### src/hdl/tlmrq_pkg.sv
package tlmrq_pkg;

   // Default sizes
   localparam int NORMAL_DEPTH_DEF  = 128;
   localparam int PRIO_DEPTH_DEF    = 16;
   localparam int HANDLER_WIDTH_DEF = 8;

   // Fixed field widths on the ports
   localparam int HANDLER_PORT_W = 8;
   localparam int PARAM_W        = 32;
   localparam int DATA_W         = HANDLER_PORT_W + 2 * PARAM_W;

   // Request kinds carried on req_tuser
   typedef enum logic [1:0] {
      MODE_POST_NORMAL = 2'd0,
      MODE_POST_PRIO   = 2'd1,
      MODE_PROCESS     = 2'd2
   } mode_type;

   // Response source codes carried on rsp_tuser
   typedef enum logic [1:0] {
      SRC_PRIO   = 2'd0,
      SRC_NORMAL = 2'd1,
      SRC_NONE   = 2'd2
   } src_type;

   typedef enum logic [1:0] {
      ST_IDLE,
      ST_POP_PRIO,
      ST_POP_NORMAL,
      ST_NONE
   } state_type;

   // Controller to datapath
   typedef struct packed {
      logic    post_normal;
      logic    post_prio;
      logic    emit;
      src_type src;
      logic    last;
   } cmd_type;

   // Datapath to controller
   typedef struct packed {
      logic prio_empty;
      logic normal_empty;
      logic out_free;
   } status_type;

endpackage

### src/hdl/tlmrq_ctrl.sv
module tlmrq_ctrl
   import tlmrq_pkg::*;
(
   input  logic       clock,
   input  logic       reset,
   input  logic       req_tvalid,
   output logic       req_tready,
   input  logic [1:0] req_tuser,
   input  status_type sts,
   output cmd_type    cmd
);

   state_type state_ff;
   state_type state_in;
   mode_type  mode;

   assign mode = mode_type'(req_tuser);

   // State register
   always_ff @(posedge clock) begin
      if (reset) begin
         state_ff <= ST_IDLE;
      end else begin
         state_ff <= state_in;
      end
   end

   // Next state and commands
   always_comb begin
      state_in   = state_ff;
      req_tready = 1'b0;
      cmd        = '0;
      cmd.src    = SRC_NONE;
      case (state_ff)
         ST_IDLE: begin
            req_tready = 1'b1;
            if (req_tvalid) begin
               case (mode)
                  MODE_POST_NORMAL: cmd.post_normal = 1'b1;
                  MODE_POST_PRIO:   cmd.post_prio = 1'b1;
                  MODE_PROCESS: begin
                     if (!sts.prio_empty) begin
                        state_in = ST_POP_PRIO;
                     end else if (!sts.normal_empty) begin
                        state_in = ST_POP_NORMAL;
                     end else begin
                        state_in = ST_NONE;
                     end
                  end
                  default: ;  // unused kind: dropped
               endcase
            end
         end
         ST_POP_PRIO: begin
            if (sts.out_free) begin
               cmd.emit = 1'b1;
               cmd.src  = SRC_PRIO;
               cmd.last = sts.normal_empty;
               state_in = sts.normal_empty ? ST_IDLE : ST_POP_NORMAL;
            end
         end
         ST_POP_NORMAL: begin
            if (sts.out_free) begin
               cmd.emit = 1'b1;
               cmd.src  = SRC_NORMAL;
               cmd.last = 1'b1;
               state_in = ST_IDLE;
            end
         end
         ST_NONE: begin
            if (sts.out_free) begin
               cmd.emit = 1'b1;
               cmd.src  = SRC_NONE;
               cmd.last = 1'b1;
               state_in = ST_IDLE;
            end
         end
         default: state_in = ST_IDLE;
      endcase
   end

endmodule

### config.mk
export PLATFORM = sky130hd
export DESIGN_NAME = tlmrq_ctrl
export DESIGN_NICKNAME = d
export VERILOG_FILES = /design/src/hdl/tlmrq_pkg.sv /design/src/hdl/tlmrq_ctrl.sv
export SDC_FILE = /design/constraint.sdc
export NUM_CORES = 1
export LEC_CHECK = 0
export BUFFER_PORTS_ARGS = -buffer_cell sky130_fd_sc_hd__buf_2
export CAP_MARGIN = 10
export CORE_AREA = 5 5 42 44
export CTS_BUF_LIST = sky130_fd_sc_hd__clkbuf_2
export CTS_CLUSTER_DIAMETER = 120
export DETAILED_ROUTE_END_ITERATION = 10
export DIE_AREA = 0 0 47 49
export PLACE_DENSITY_LB_ADDON = 0.15
export SETUP_SLACK_MARGIN = 0.4
export SLEW_MARGIN = 25
export SYNTH_ARGS = -nofsm -noshare
export SYNTH_HDL_FRONTEND = slang
export SYNTH_SLANG_ARGS = --single-unit
### constraint.sdc
create_clock -name clock -period 2.9 [get_ports clock]
set_input_delay 0.58 -clock clock [delete_from_list [all_inputs] [get_ports clock]]
set_output_delay 0.58 -clock clock [all_outputs]
set_load 0.03 [all_outputs]
==> impl_metrics.xml, run 1 <==
<?xml version="1.0" encoding="UTF-8"?>
<metrics>
  <group name="routing">
    <metric name="drt_drc_violations_left" unit="">0</metric>
    <metric name="route.detailed.wl_per_inst" unit="µm">9.64</metric>
    <metric name="postRouteAntennaNets" unit="">0</metric>
    <metric name="detail_route.vias_per_cell" unit="">3.98</metric>
    <metric name="iter_0_drt_violations" unit="">0</metric>
    <metric name="route.vias.total" unit="">219</metric>
    <metric name="drt_pass1_iterations" unit="">1</metric>
    <metric name="wirelength" unit="µm">530</metric>
  </group>
  <group name="global_route">
    <metric name="globalRouteMet2Util" unit="%">8.14</metric>
    <metric name="number_of_antenna_violations_at_the_first_check_in_global_routing" unit="">0</metric>
    <metric name="largest_net_degree_at_the_start_of_global_routing" unit="">8</metric>
    <metric name="grt_pass1_wl" unit="µm">869</metric>
    <metric name="total_global_route_track_usage" unit="%">5.49</metric>
    <metric name="global_route.usage.met3" unit="%">3.32</metric>
    <metric name="gr-usage-met1" unit="%">5.25</metric>
    <metric name="grt_remaining_overflow" unit="">0</metric>
    <metric name="gr-max-usage-layer" unit="">met2</metric>
    <metric name="vias_in_the_first_global_route" unit="">210</metric>
  </group>
  <group name="die">
    <metric name="pin_count" unit="">15</metric>
    <metric name="effective_utilization_at_floorplan" unit="%">12.7</metric>
    <metric name="number_of_rows_created_at_floorplan" unit="">14</metric>
    <metric name="die_area" unit="µm²">2300</metric>
    <metric name="die_h" unit="µm">49</metric>
    <metric name="floorplan.core_area" unit="µm²">1400</metric>
    <metric name="die_w" unit="µm">47</metric>
  </group>
  <group name="timing">
    <metric name="setup-violations-final" unit="">0</metric>
    <metric name="finClkSkew" unit="ns">0.00333</metric>
    <metric name="final.min_clock_period" unit="ns">1.75</metric>
    <metric name="report.final.slew_viol_count" unit="">0</metric>
    <metric name="final.setup.tns" unit="ns">0</metric>
    <metric name="timing.slew.headroom" unit="%">77.0</metric>
    <metric name="period_utilisation_layout" unit="%">60.5</metric>
    <metric name="hold_violations" unit="">0</metric>
    <metric name="rsz_0062_raised_after_global_routing" unit="">false</metric>
    <metric name="fin_ws" unit="ns">1.15</metric>
    <metric name="actual_transition_at_the_worst_max_transition_pin" unit="ns">0.340</metric>
    <metric name="fmax" unit="MHz">570</metric>
  </group>
  <group name="clocking">
    <metric name="cts_tree" unit="">yes</metric>
    <metric name="clk-insertion-delay-late" unit="ns">0.19</metric>
    <metric name="cts.path.max_buffers" unit="">2</metric>
    <metric name="clock-root-buffer" unit="">clkbuf_2</metric>
    <metric name="cts.clk_slew.worst_paths" unit="ns">0.03</metric>
    <metric name="inserted_clock_buffers" unit="">3</metric>
    <metric name="clock_sinks" unit="">2</metric>
    <metric name="htreeDepth" unit="">1</metric>
    <metric name="ctsResizeCount" unit="">0</metric>
    <metric name="cts_hold_buf" unit="">0</metric>
    <metric name="post-cts-setup-buffer-count" unit="">0</metric>
  </group>
  <group name="placed_design">
    <metric name="placement.setup.worst_slack" unit="ns">1.23</metric>
    <metric name="gp_congestion" unit="">0.676</metric>
    <metric name="numPortBuffers" unit="">14</metric>
    <metric name="post-place-cells" unit="">52</metric>
  </group>
  <group name="setup_path">
    <metric name="cp_slowest_stage_delay" unit="ns">0.37</metric>
    <metric name="crit_path_cell_trace" unit="">nor2_2, nand2_1, nor3_1, buf_2</metric>
    <metric name="crit_path_start_kind" unit="">flop</metric>
    <metric name="crit_path_max_fanout" unit="">7</metric>
    <metric name="crit_path_top_delay_cell" unit="">dfxtp_1</metric>
    <metric name="critical_path_required" unit="ns">2.32</metric>
    <metric name="cp.buffers_inverters" unit="">1</metric>
    <metric name="timing_worst_setup_path_type" unit="">flop to output pin</metric>
    <metric name="critical_path.top_delay_family" unit="">simple AND/OR/NAND/NOR gates</metric>
    <metric name="critPathCaptureType" unit="">output pin</metric>
    <metric name="critPathArrivalTime" unit="ns">1.17</metric>
  </group>
  <group name="synthesis">
    <metric name="post_synth_instance_area" unit="µm²">178</metric>
    <metric name="yosys_register_bits" unit="">2</metric>
    <metric name="yosysWarningCount" unit="">0</metric>
    <metric name="synth-seq-area-share" unit="%">22.5</metric>
    <metric name="synth_cells" unit="">23</metric>
    <metric name="synth_nets" unit="">31</metric>
    <metric name="synth_area_per_cell" unit="µm²">7.72</metric>
    <metric name="synth.distinct_cells" unit="">17</metric>
  </group>
  <group name="final_layout">
    <metric name="largest_register_ff_count" unit="">2</metric>
    <metric name="top_regs" unit="">state_ff x2</metric>
    <metric name="highest_count_cells_in_the_layout_ignoring_fill_and_taps" unit="">14 x buf_2, 3 x nand2_1, 3 x clkbuf_2</metric>
    <metric name="fin_util" unit="%">19.8</metric>
    <metric name="antenna_cells" unit="">0</metric>
    <metric name="finish.net_count" unit="">49</metric>
    <metric name="layout.cells.most_common" unit="">buf_2</metric>
    <metric name="layout-area-overhead-vs-synth" unit="%">56.3</metric>
    <metric name="post_layout_nonfiller_instances" unit="">55</metric>
    <metric name="filler_cell_count" unit="">169</metric>
    <metric name="largest-register" unit="">state_ff</metric>
    <metric name="layout-drive-gt1-share" unit="%">56.4</metric>
  </group>
  <group name="pwr">
    <metric name="peakVddDrop" unit="µV">138</metric>
    <metric name="report.power.total" unit="mW">0.114</metric>
    <metric name="power_density" unit="nW/µm²">412</metric>
    <metric name="total_leakage_power" unit="nW">0.144</metric>
  </group>
  <group name="outcome">
    <metric name="result_of_the_run" unit="">finished, final reports clean</metric>
  </group>
  <group name="worst_hold_path">
    <metric name="hold_path.class" unit="">primary input to flop</metric>
  </group>
  <group name="run">
    <metric name="cap_violations" unit="">0</metric>
  </group>
</metrics>
-- synthesized netlist by cell type (all sizes together) --
master	count	area (µm²)
nor2b	1	6.26
xor2	1	8.76
nor2	2	10.0
dfxtp	2	40.0
buf	1	5.00
nor3	2	10.0
a21oi	1	5.00
nand2	3	11.3
o21ai	1	5.00
o41ai	1	16.3
o21a	1	7.51
o31ai	1	7.51
inv	2	7.51
mux2	1	11.3
a41oi	1	8.76
or3b	2	17.5
-- kinds of logic after synthesis --
family	count (synthesis)	synth area share, %
AND/OR/NAND/NOR	10	31.0
multiplexers	1	6.34
AO/OA/AOI/OAI	6	28.2
buffers and inverters	3	7.04
flip-flops	2	22.5
XOR/XNOR	1	4.93
-- worst paths after layout --
check / from / end / slack, ns / cells past startpoint
hold reg to reg: state_ff[1] / state_ff[1] / 0.64 / 1
setup / recovery: state_ff[0] / cmd[5] / 1.15 / 4
setup reg to reg: state_ff[1] / state_ff[0] / 1.74 / 3
hold / removal: reset / state_ff[1] / 0.62 / 2
-- final cells by class --
type / instances / area (µm²) / area share (%)
inverters: 2 / 7.51 / 2.70
repair buffers: 14 / 70.1 / 25.2
well taps: 16 / 20.0 / 7.21
multi-input cells: 18 / 125 / 45.0
clock buffers: 3 / 15.0 / 5.41
flip-flops and latches: 2 / 40.0 / 14.4
-- worst register-to-register path, stage by stage (launching register included) --
cell and delay (ns):
dfxtp_1 0.47, nor2_2 0.09, a41oi_1 0.35, o31ai_1 0.12
-- per-layer routing --
layer  up-vias  routed length (µm)
met5         -                   0
met4         0                   0
met3         0                  60
met2        10                 243
met1        93                 226
li1        116                   -
-- through the flow --
stage	area, µm²	hold WS (ns)
after CTS	278	0.607
after detailed placement	263	0.627
final	278	0.622
after global routing	278	0.598
after global placement	263	0.626
after floorplan	178	0.571
-- power by group --
part           total [mW]  switching, mW  internal, mW
clock network      0.0429         0.0154        0.0275
registers          0.0330        0.00358        0.0295
logic              0.0386         0.0241        0.0144
total               0.114         0.0431        0.0714
No activity file was read; power rests on OpenSTA's default activity.
==> run 2, diff against run 1 <==
- clock period: 2.9 -> 1.69 ns (I/O delays scaled with it)
==> run 2 against run 1 <==
Worst setup slack got worse by 0.85 ns. Core utilization rose by 10 points. Clock power rose by 81%. Power rose by 110%. Clock skew rose by 0.00085 ns. Sequential power rose by 65%. Via count rose by 18%. Final cell count rose by 11%. Count of clock-buffer cells in the layout did not move. Critical endpoint is now cmd[4]. Largest power group is now combinational logic. Highest routed layer unchanged.
==> impl_metrics.xml, run 2 (synthesis gave the netlist of run 1 again) <==
<?xml version="1.0" encoding="UTF-8"?>
<metrics>
  <group name="outcome">
    <metric name="result_of_the_run" unit="">finished, final reports clean</metric>
  </group>
  <group name="worst_hold_path">
    <metric name="hold_path.class" unit="">primary input to flop</metric>
    <metric name="min_delay_path_depth" unit="">2</metric>
    <metric name="holdPathEnd" unit="">state_ff[0]</metric>
    <metric name="min-delay-start" unit="">reset</metric>
  </group>
  <group name="run">
    <metric name="cap_violations" unit="">0</metric>
  </group>
  <group name="timing">
    <metric name="hold_violations" unit="">0</metric>
    <metric name="finClkSkew" unit="ns">0.00418</metric>
    <metric name="period_utilisation_layout" unit="%">82.5</metric>
    <metric name="final.min_clock_period" unit="ns">1.39</metric>
    <metric name="fmax" unit="MHz">718</metric>
    <metric name="timing.slew.headroom" unit="%">78.1</metric>
    <metric name="setup-violations-final" unit="">0</metric>
    <metric name="fin_ws" unit="ns">0.296</metric>
    <metric name="final.setup.tns" unit="ns">0</metric>
    <metric name="report.final.slew_viol_count" unit="">0</metric>
    <metric name="rsz_0062_raised_after_global_routing" unit="">true</metric>
    <metric name="actual_transition_at_the_worst_max_transition_pin" unit="ns">0.325</metric>
  </group>
  <group name="setup_path">
    <metric name="crit_path_max_fanout" unit="">4</metric>
    <metric name="crit_path_start" unit="">state_ff[1]</metric>
    <metric name="timing_worst_setup_path_type" unit="">flop to output pin</metric>
    <metric name="crit_path_start_kind" unit="">flop</metric>
    <metric name="r2r_slack" unit="ns">0.47</metric>
    <metric name="crit-reg2reg-launch" unit="">state_ff[0]</metric>
    <metric name="ff2ff_path_depth" unit="">3</metric>
    <metric name="critPathArrivalTime" unit="ns">1.06</metric>
    <metric name="critical_path_required" unit="ns">1.35</metric>
    <metric name="critPathCaptureType" unit="">output pin</metric>
    <metric name="r2r_end" unit="">state_ff[1]</metric>
  </group>
  <group name="final_layout">
    <metric name="finish.net_count" unit="">55</metric>
    <metric name="top_regs" unit="">state_ff x2</metric>
    <metric name="largest-register" unit="">state_ff</metric>
    <metric name="layout-area-overhead-vs-synth" unit="%">138</metric>
    <metric name="antenna_cells" unit="">0</metric>
    <metric name="largest_register_ff_count" unit="">2</metric>
    <metric name="register_area" unit="µm²">47.5</metric>
    <metric name="filler_cell_count" unit="">165</metric>
    <metric name="layout.cells.most_common" unit="">buf_6</metric>
    <metric name="layout-drive-gt1-share" unit="%">80.0</metric>
    <metric name="highest_count_cells_in_the_layout_ignoring_fill_and_taps" unit="">9 x buf_6, 8 x buf_2, 3 x clkbuf_2, 3 x buf_4</metric>
    <metric name="area_of_the_multi_input_gates" unit="µm²">169</metric>
  </group>
  <group name="die">
    <metric name="die_h" unit="µm">49</metric>
    <metric name="pin_count" unit="">15</metric>
    <metric name="floorplan.core_area" unit="µm²">1400</metric>
    <metric name="die_area" unit="µm²">2300</metric>
    <metric name="effective_utilization_at_floorplan" unit="%">12.7</metric>
    <metric name="die_w" unit="µm">47</metric>
    <metric name="number_of_rows_created_at_floorplan" unit="">14</metric>
  </group>
  <group name="routing">
    <metric name="route.detailed.wl_per_inst" unit="µm">11.3</metric>
    <metric name="detail_route.vias_per_cell" unit="">4.23</metric>
    <metric name="postRouteAntennaNets" unit="">0</metric>
    <metric name="drt_pass1_iterations" unit="">2</metric>
    <metric name="wirelength" unit="µm">691</metric>
    <metric name="drt_drc_violations_left" unit="">0</metric>
    <metric name="iter_0_drt_violations" unit="">2</metric>
    <metric name="route.vias.total" unit="">258</metric>
  </group>
  <group name="global_route">
    <metric name="total_global_route_track_usage" unit="%">7.18</metric>
    <metric name="grt_remaining_overflow" unit="">0</metric>
    <metric name="grt_pass1_wl" unit="mm">1.12</metric>
    <metric name="vias_in_the_first_global_route" unit="">285</metric>
    <metric name="number_of_antenna_violations_at_the_first_check_in_global_routing" unit="">0</metric>
    <metric name="largest_net_degree_at_the_start_of_global_routing" unit="">7</metric>
  </group>
  <group name="pwr">
    <metric name="power_density" unit="nW/µm²">572</metric>
    <metric name="power.switching_fraction" unit="%">38.8</metric>
    <metric name="combinational_power_share" unit="%">45.4</metric>
    <metric name="peakVddDrop" unit="µV">200</metric>
    <metric name="power.switching" unit="mW">0.0938</metric>
    <metric name="report.power.total" unit="mW">0.242</metric>
    <metric name="power_report.internal_total" unit="mW">0.148</metric>
    <metric name="sequential_group_share_of_total_power" unit="%">22.5</metric>
    <metric name="total_leakage_power" unit="nW">0.197</metric>
    <metric name="clkPwrFrac" unit="%">32.1</metric>
  </group>
  <group name="placed_design">
    <metric name="placement.setup.worst_slack" unit="ns">0.356</metric>
    <metric name="gp_congestion" unit="">0.725</metric>
    <metric name="numPortBuffers" unit="">14</metric>
    <metric name="hpwl" unit="µm">457</metric>
  </group>
  <group name="clocking">
    <metric name="cts_tree" unit="">yes</metric>
    <metric name="clock_sinks" unit="">2</metric>
    <metric name="inserted_clock_buffers" unit="">3</metric>
    <metric name="cts.clk_slew.worst_paths" unit="ns">0.04</metric>
    <metric name="clock-root-buffer" unit="">clkbuf_2</metric>
    <metric name="cts.path.max_buffers" unit="">2</metric>
    <metric name="cts_hold_buf" unit="">0</metric>
    <metric name="htreeDepth" unit="">1</metric>
    <metric name="clk-insertion-delay-late" unit="ns">0.20</metric>
  </group>
</metrics>
==> run 2: changes by cell type in the layout (fill, tap and decap cells not counted), moves of 2 or more <==
cell	previous run	this run
dfxtp_4	0	2
dfxtp_1	2	0
nor3_4	0	2
nand2_1	3	1
buf_2	14	8
buf_4	0	3
buf_6	0	9
nor3_1	2	0
==> run 2: worst max-delay path by stage <==
stage	endpoint	slack, ns	cells after the start
4_1_cts	cmd[4]	0.29	4
5_1_grt	cmd[4]	0.23	4
3_3_place_gp	cmd[4]	0.36	4
3_5_place_dp	cmd[4]	0.36	4
6_report	cmd[4]	0.30	4
2_1_floorplan	cmd[4]	0.25	4
==> run 2: power groups by stage <==
stage	Sequential [mW]	Clock [mW]	Combinational [mW]
after global placement	0.0584	0	0.0785
after global routing	0.0550	0.0917	0.117
after CTS	0.0538	0.0858	0.103
after detailed placement	0.0585	0	0.0783
final	0.0546	0.0777	0.110
after floorplan	0.0545	0	0.0579
==> run 2: metal layers <==
layer	global-route usage (%)	vias to the layer above	wire [µm]
li1	-	128	-
met1	6.58	124	265
met2	11.3	6	391
met3	4.80	0	33
met4	4.15	0	0
met5	0	-	0
==> run 2: layout make-up <==
class / count / area share (%)
clock buffers: 3 / 3.55
well taps: 16 / 4.73
repair buffers: 20 / 38.8
multi-input cells: 18 / 39.9
flip-flops and latches: 2 / 11.2
inverters: 2 / 1.78
==> run 2: stage by stage <==
| stage | utilization (%) | cell area (µm²) | cells | hold WS [ns] |
|---|---|---|---|---|
| finish | 30.2 | 423 | 61 | 0.372 |
| global route | 30.2 | 423 | 61 | 0.357 |
| CTS | 28.5 | 399 | 60 | 0.355 |
| detailed placement | 21.3 | 299 | 52 | 0.550 |
| global placement | 21.3 | 299 | 52 | 0.543 |
| floorplan | - | 220 | 23 | 0.430 |
==> run 2: critical path: stages, from the launching register on <==
cell     delay, ns
dfxtp_4       0.35
nor2_4        0.15
nand2_4       0.08
nor3_4        0.12
buf_6         0.15
==> run 2: what timing repair did <==
action                                  CTS  global route
setup buffers                             5             1
resized for setup                        16             5
endpoints found under the setup margin    7             9
endpoints found under the hold margin     0             0
pin swaps                                 6             5
==> run 3, diff against run 2 <==
- ABC_AREA: default -> 1
- clock period: 1.69 -> 1.2 ns (I/O delays scaled with it)
==> run 3 against run 2 <==
The run now ends with setup timing left. Global-route usage decreased by 0.91 points. Area after synthesis increased by 7.7%. Critical path depth unchanged. Worst hold slack got worse by 0.15 ns. Register-to-register slack got worse by 0.35 ns. Power increased by 84%. First-iteration DRC count decreased by 50%. Flip-flop and latch count unchanged. Design area increased by 5.3%. Count of clock-buffer cells in the layout unchanged. Clock power increased by 29%. Synthesized cell count increased by 43%. Highest routed layer unchanged.
==> impl_metrics.xml, run 3 <==
<?xml version="1.0" encoding="UTF-8"?>
<metrics>
  <group name="pwr">
    <metric name="power_density" unit="nW/µm²">997</metric>
    <metric name="total_leakage_power" unit="nW">0.215</metric>
    <metric name="report.power.total" unit="mW">0.444</metric>
    <metric name="peakVddDrop" unit="µV">482</metric>
  </group>
  <group name="placed_design">
    <metric name="gp_congestion" unit="">0.633</metric>
    <metric name="hpwl" unit="µm">489</metric>
    <metric name="post-place-cells" unit="">64</metric>
    <metric name="numPortBuffers" unit="">14</metric>
  </group>
  <group name="final_layout">
    <metric name="layout-drive-gt1-share" unit="%">74.1</metric>
    <metric name="antenna_cells" unit="">0</metric>
    <metric name="layout.cells.most_common" unit="">buf_6</metric>
    <metric name="largest_register_ff_count" unit="">2</metric>
    <metric name="largest-register" unit="">state_ff</metric>
    <metric name="post_layout_nonfiller_instances" unit="">70</metric>
    <metric name="layout-area-overhead-vs-synth" unit="%">133</metric>
    <metric name="top_regs" unit="">state_ff x2</metric>
    <metric name="fin_util" unit="%">31.8</metric>
    <metric name="finish.net_count" unit="">64</metric>
    <metric name="highest_count_cells_in_the_layout_ignoring_fill_and_taps" unit="">8 x buf_6, 7 x buf_2, 5 x inv_1</metric>
  </group>
  <group name="die">
    <metric name="die_area" unit="µm²">2300</metric>
    <metric name="pin_count" unit="">15</metric>
    <metric name="number_of_rows_created_at_floorplan" unit="">14</metric>
    <metric name="floorplan.core_area" unit="µm²">1400</metric>
    <metric name="die_w" unit="µm">47</metric>
    <metric name="die_h" unit="µm">49</metric>
    <metric name="effective_utilization_at_floorplan" unit="%">13.7</metric>
  </group>
  <group name="timing">
    <metric name="finClkSkew" unit="ns">0.000717</metric>
    <metric name="report.final.slew_viol_count" unit="">0</metric>
    <metric name="whs" unit="ns">0.226</metric>
    <metric name="final.min_clock_period" unit="ns">1.28</metric>
    <metric name="actual_transition_at_the_worst_max_transition_pin" unit="ns">0.194</metric>
    <metric name="fin_ws" unit="ns">-0.0754</metric>
    <metric name="setup-violations-final" unit="">4</metric>
    <metric name="period_utilisation_layout" unit="%">106</metric>
    <metric name="fmax" unit="MHz">784</metric>
    <metric name="hold_violations" unit="">0</metric>
    <metric name="rsz_0062_raised_after_global_routing" unit="">true</metric>
    <metric name="timing.slew.headroom" unit="%">86.9</metric>
    <metric name="final.setup.tns" unit="ns">-0.159</metric>
  </group>
  <group name="synthesis">
    <metric name="synth_cells" unit="">33</metric>
    <metric name="largest_cells_by_area_after_synthesis" unit="">dfxtp_1 21%, nand2_1 16%, nor2_1 16%</metric>
    <metric name="synth-seq-area-share" unit="%">20.9</metric>
    <metric name="async_flop_share" unit="%">0</metric>
    <metric name="yosys_register_bits" unit="">2</metric>
    <metric name="synth-edff-count" unit="">0</metric>
    <metric name="post_synth_instance_area" unit="µm²">191</metric>
    <metric name="synth_nets" unit="">41</metric>
    <metric name="yosysWarningCount" unit="">0</metric>
    <metric name="synth_area_per_cell" unit="µm²">5.80</metric>
    <metric name="postSynth.topFlopCell" unit="">dfxtp_1</metric>
    <metric name="synth.distinct_cells" unit="">13</metric>
    <metric name="yosys-top-cells-count" unit="">8 x nand2_1, 8 x nor2_1, 6 x inv_1</metric>
    <metric name="synthDominantAreaCellType" unit="">dfxtp_1</metric>
    <metric name="synth.top_cell.area_share" unit="%">20.9</metric>
  </group>
  <group name="global_route">
    <metric name="number_of_antenna_violations_at_the_first_check_in_global_routing" unit="">0</metric>
    <metric name="largest_net_degree_at_the_start_of_global_routing" unit="">7</metric>
    <metric name="grt_remaining_overflow" unit="">0</metric>
    <metric name="total_global_route_track_usage" unit="%">6.26</metric>
    <metric name="grt_pass1_wl" unit="mm">1.02</metric>
    <metric name="vias_in_the_first_global_route" unit="">270</metric>
  </group>
  <group name="routing">
    <metric name="detail_route.vias_per_cell" unit="">3.81</metric>
    <metric name="wirelength" unit="µm">635</metric>
    <metric name="drt_drc_violations_left" unit="">0</metric>
    <metric name="route.detailed.wl_per_inst" unit="µm">9.07</metric>
    <metric name="iter_0_drt_violations" unit="">1</metric>
    <metric name="route.vias.total" unit="">267</metric>
    <metric name="postRouteAntennaNets" unit="">0</metric>
    <metric name="drt_pass1_iterations" unit="">2</metric>
  </group>
  <group name="setup_path">
    <metric name="critPathCaptureType" unit="">output pin</metric>
    <metric name="crit_path_start_kind" unit="">flop</metric>
    <metric name="timing_worst_setup_path_type" unit="">flop to output pin</metric>
    <metric name="critPathArrivalTime" unit="ns">1.04</metric>
    <metric name="crit_path_max_fanout" unit="">6</metric>
    <metric name="critical_path_required" unit="ns">0.96</metric>
  </group>
  <group name="clocking">
    <metric name="cts.path.max_buffers" unit="">2</metric>
    <metric name="clk-insertion-delay-late" unit="ns">0.18</metric>
    <metric name="clock_sinks" unit="">2</metric>
    <metric name="cts.clk_slew.worst_paths" unit="ns">0.03</metric>
    <metric name="inserted_clock_buffers" unit="">3</metric>
    <metric name="cts_tree" unit="">yes</metric>
    <metric name="clock-root-buffer" unit="">clkbuf_2</metric>
    <metric name="htreeDepth" unit="">1</metric>
  </group>
  <group name="worst_hold_path">
    <metric name="hold_path.class" unit="">primary input to flop</metric>
  </group>
  <group name="outcome">
    <metric name="result_of_the_run" unit="">finished, violations left</metric>
    <metric name="violations" unit="">setup timing</metric>
  </group>
  <group name="run">
    <metric name="cap_violations" unit="">0</metric>
  </group>
</metrics>
-- run 3: cell count changes after synthesis, moves of 2 or more --
cell,before,now
nor2_1,1,8
nand2_1,3,8
inv_1,2,6
or3b_2,2,0
-- run 3: metal layers --
layer / share of wire [%] / track usage (%) / wire [µm]
met1: 34 / 7.02 / 218
met2: 52 / 8.37 / 330
met3: 14 / 2.95 / 86
met4: 0 / 5.53 / 0
met5: 0 / 0 / 0
-- run 3: path summary, 6_finish.rpt --
path               startpoint           to  slack, ns  cells past startpoint
hold reg to reg   state_ff[1]  state_ff[1]       0.54                      2
setup / recovery  state_ff[0]       cmd[2]      -0.08                      4
setup reg to reg  state_ff[0]  state_ff[0]       0.12                      7
hold / removal          reset  state_ff[1]       0.23                      2
-- run 3: layout make-up --
type | instances | area, µm²
repair buffers | 18 | 148
flip-flops and latches | 2 | 47.5
fillers | 160 | 956
well taps | 16 | 20.0
clock buffers | 3 | 15.0
multi-input cells | 25 | 193
inverters | 6 | 22.5
-- run 3: cells by family after synthesis --
family	count (synthesis)	share of synthesized area [%]
AOI/OAI and AO/OA	3	11.8
DFF	2	20.9
buffers and inverters	6	11.8
and+or+nand+nor	22	55.6
-- run 3: timing repair --
action | in CTS | in global routing
hold buffers | 0 | 0
setup buffers | 1 | 2
endpoints found under the setup margin | 9 | 9
resized for setup | 17 | 7
pin swaps | 3 | 2
-- run 3: worst max-delay path, cell delays in order (launching register included) --
cell,delay [ns]
dfxtp_4,0.36
o21ai_4,0.22
inv_2,0.08
nand2_4,0.06
buf_6,0.12
-- run 3: per-stage QoR --
step                setup slack, ns  cell area, µm²
detailed placement           0.0277             328
global route                 -0.122             445
CTS                         -0.0701             405
global placement             0.0281             328
finish                      -0.0754             445
floorplan                    -0.117             230
-- run 3: where the power goes --
group	internal (mW)	switching, mW	total [mW]
clock	0.0661	0.0337	0.0999
sequential	0.0759	0.0191	0.0951
combinational	0.115	0.134	0.249
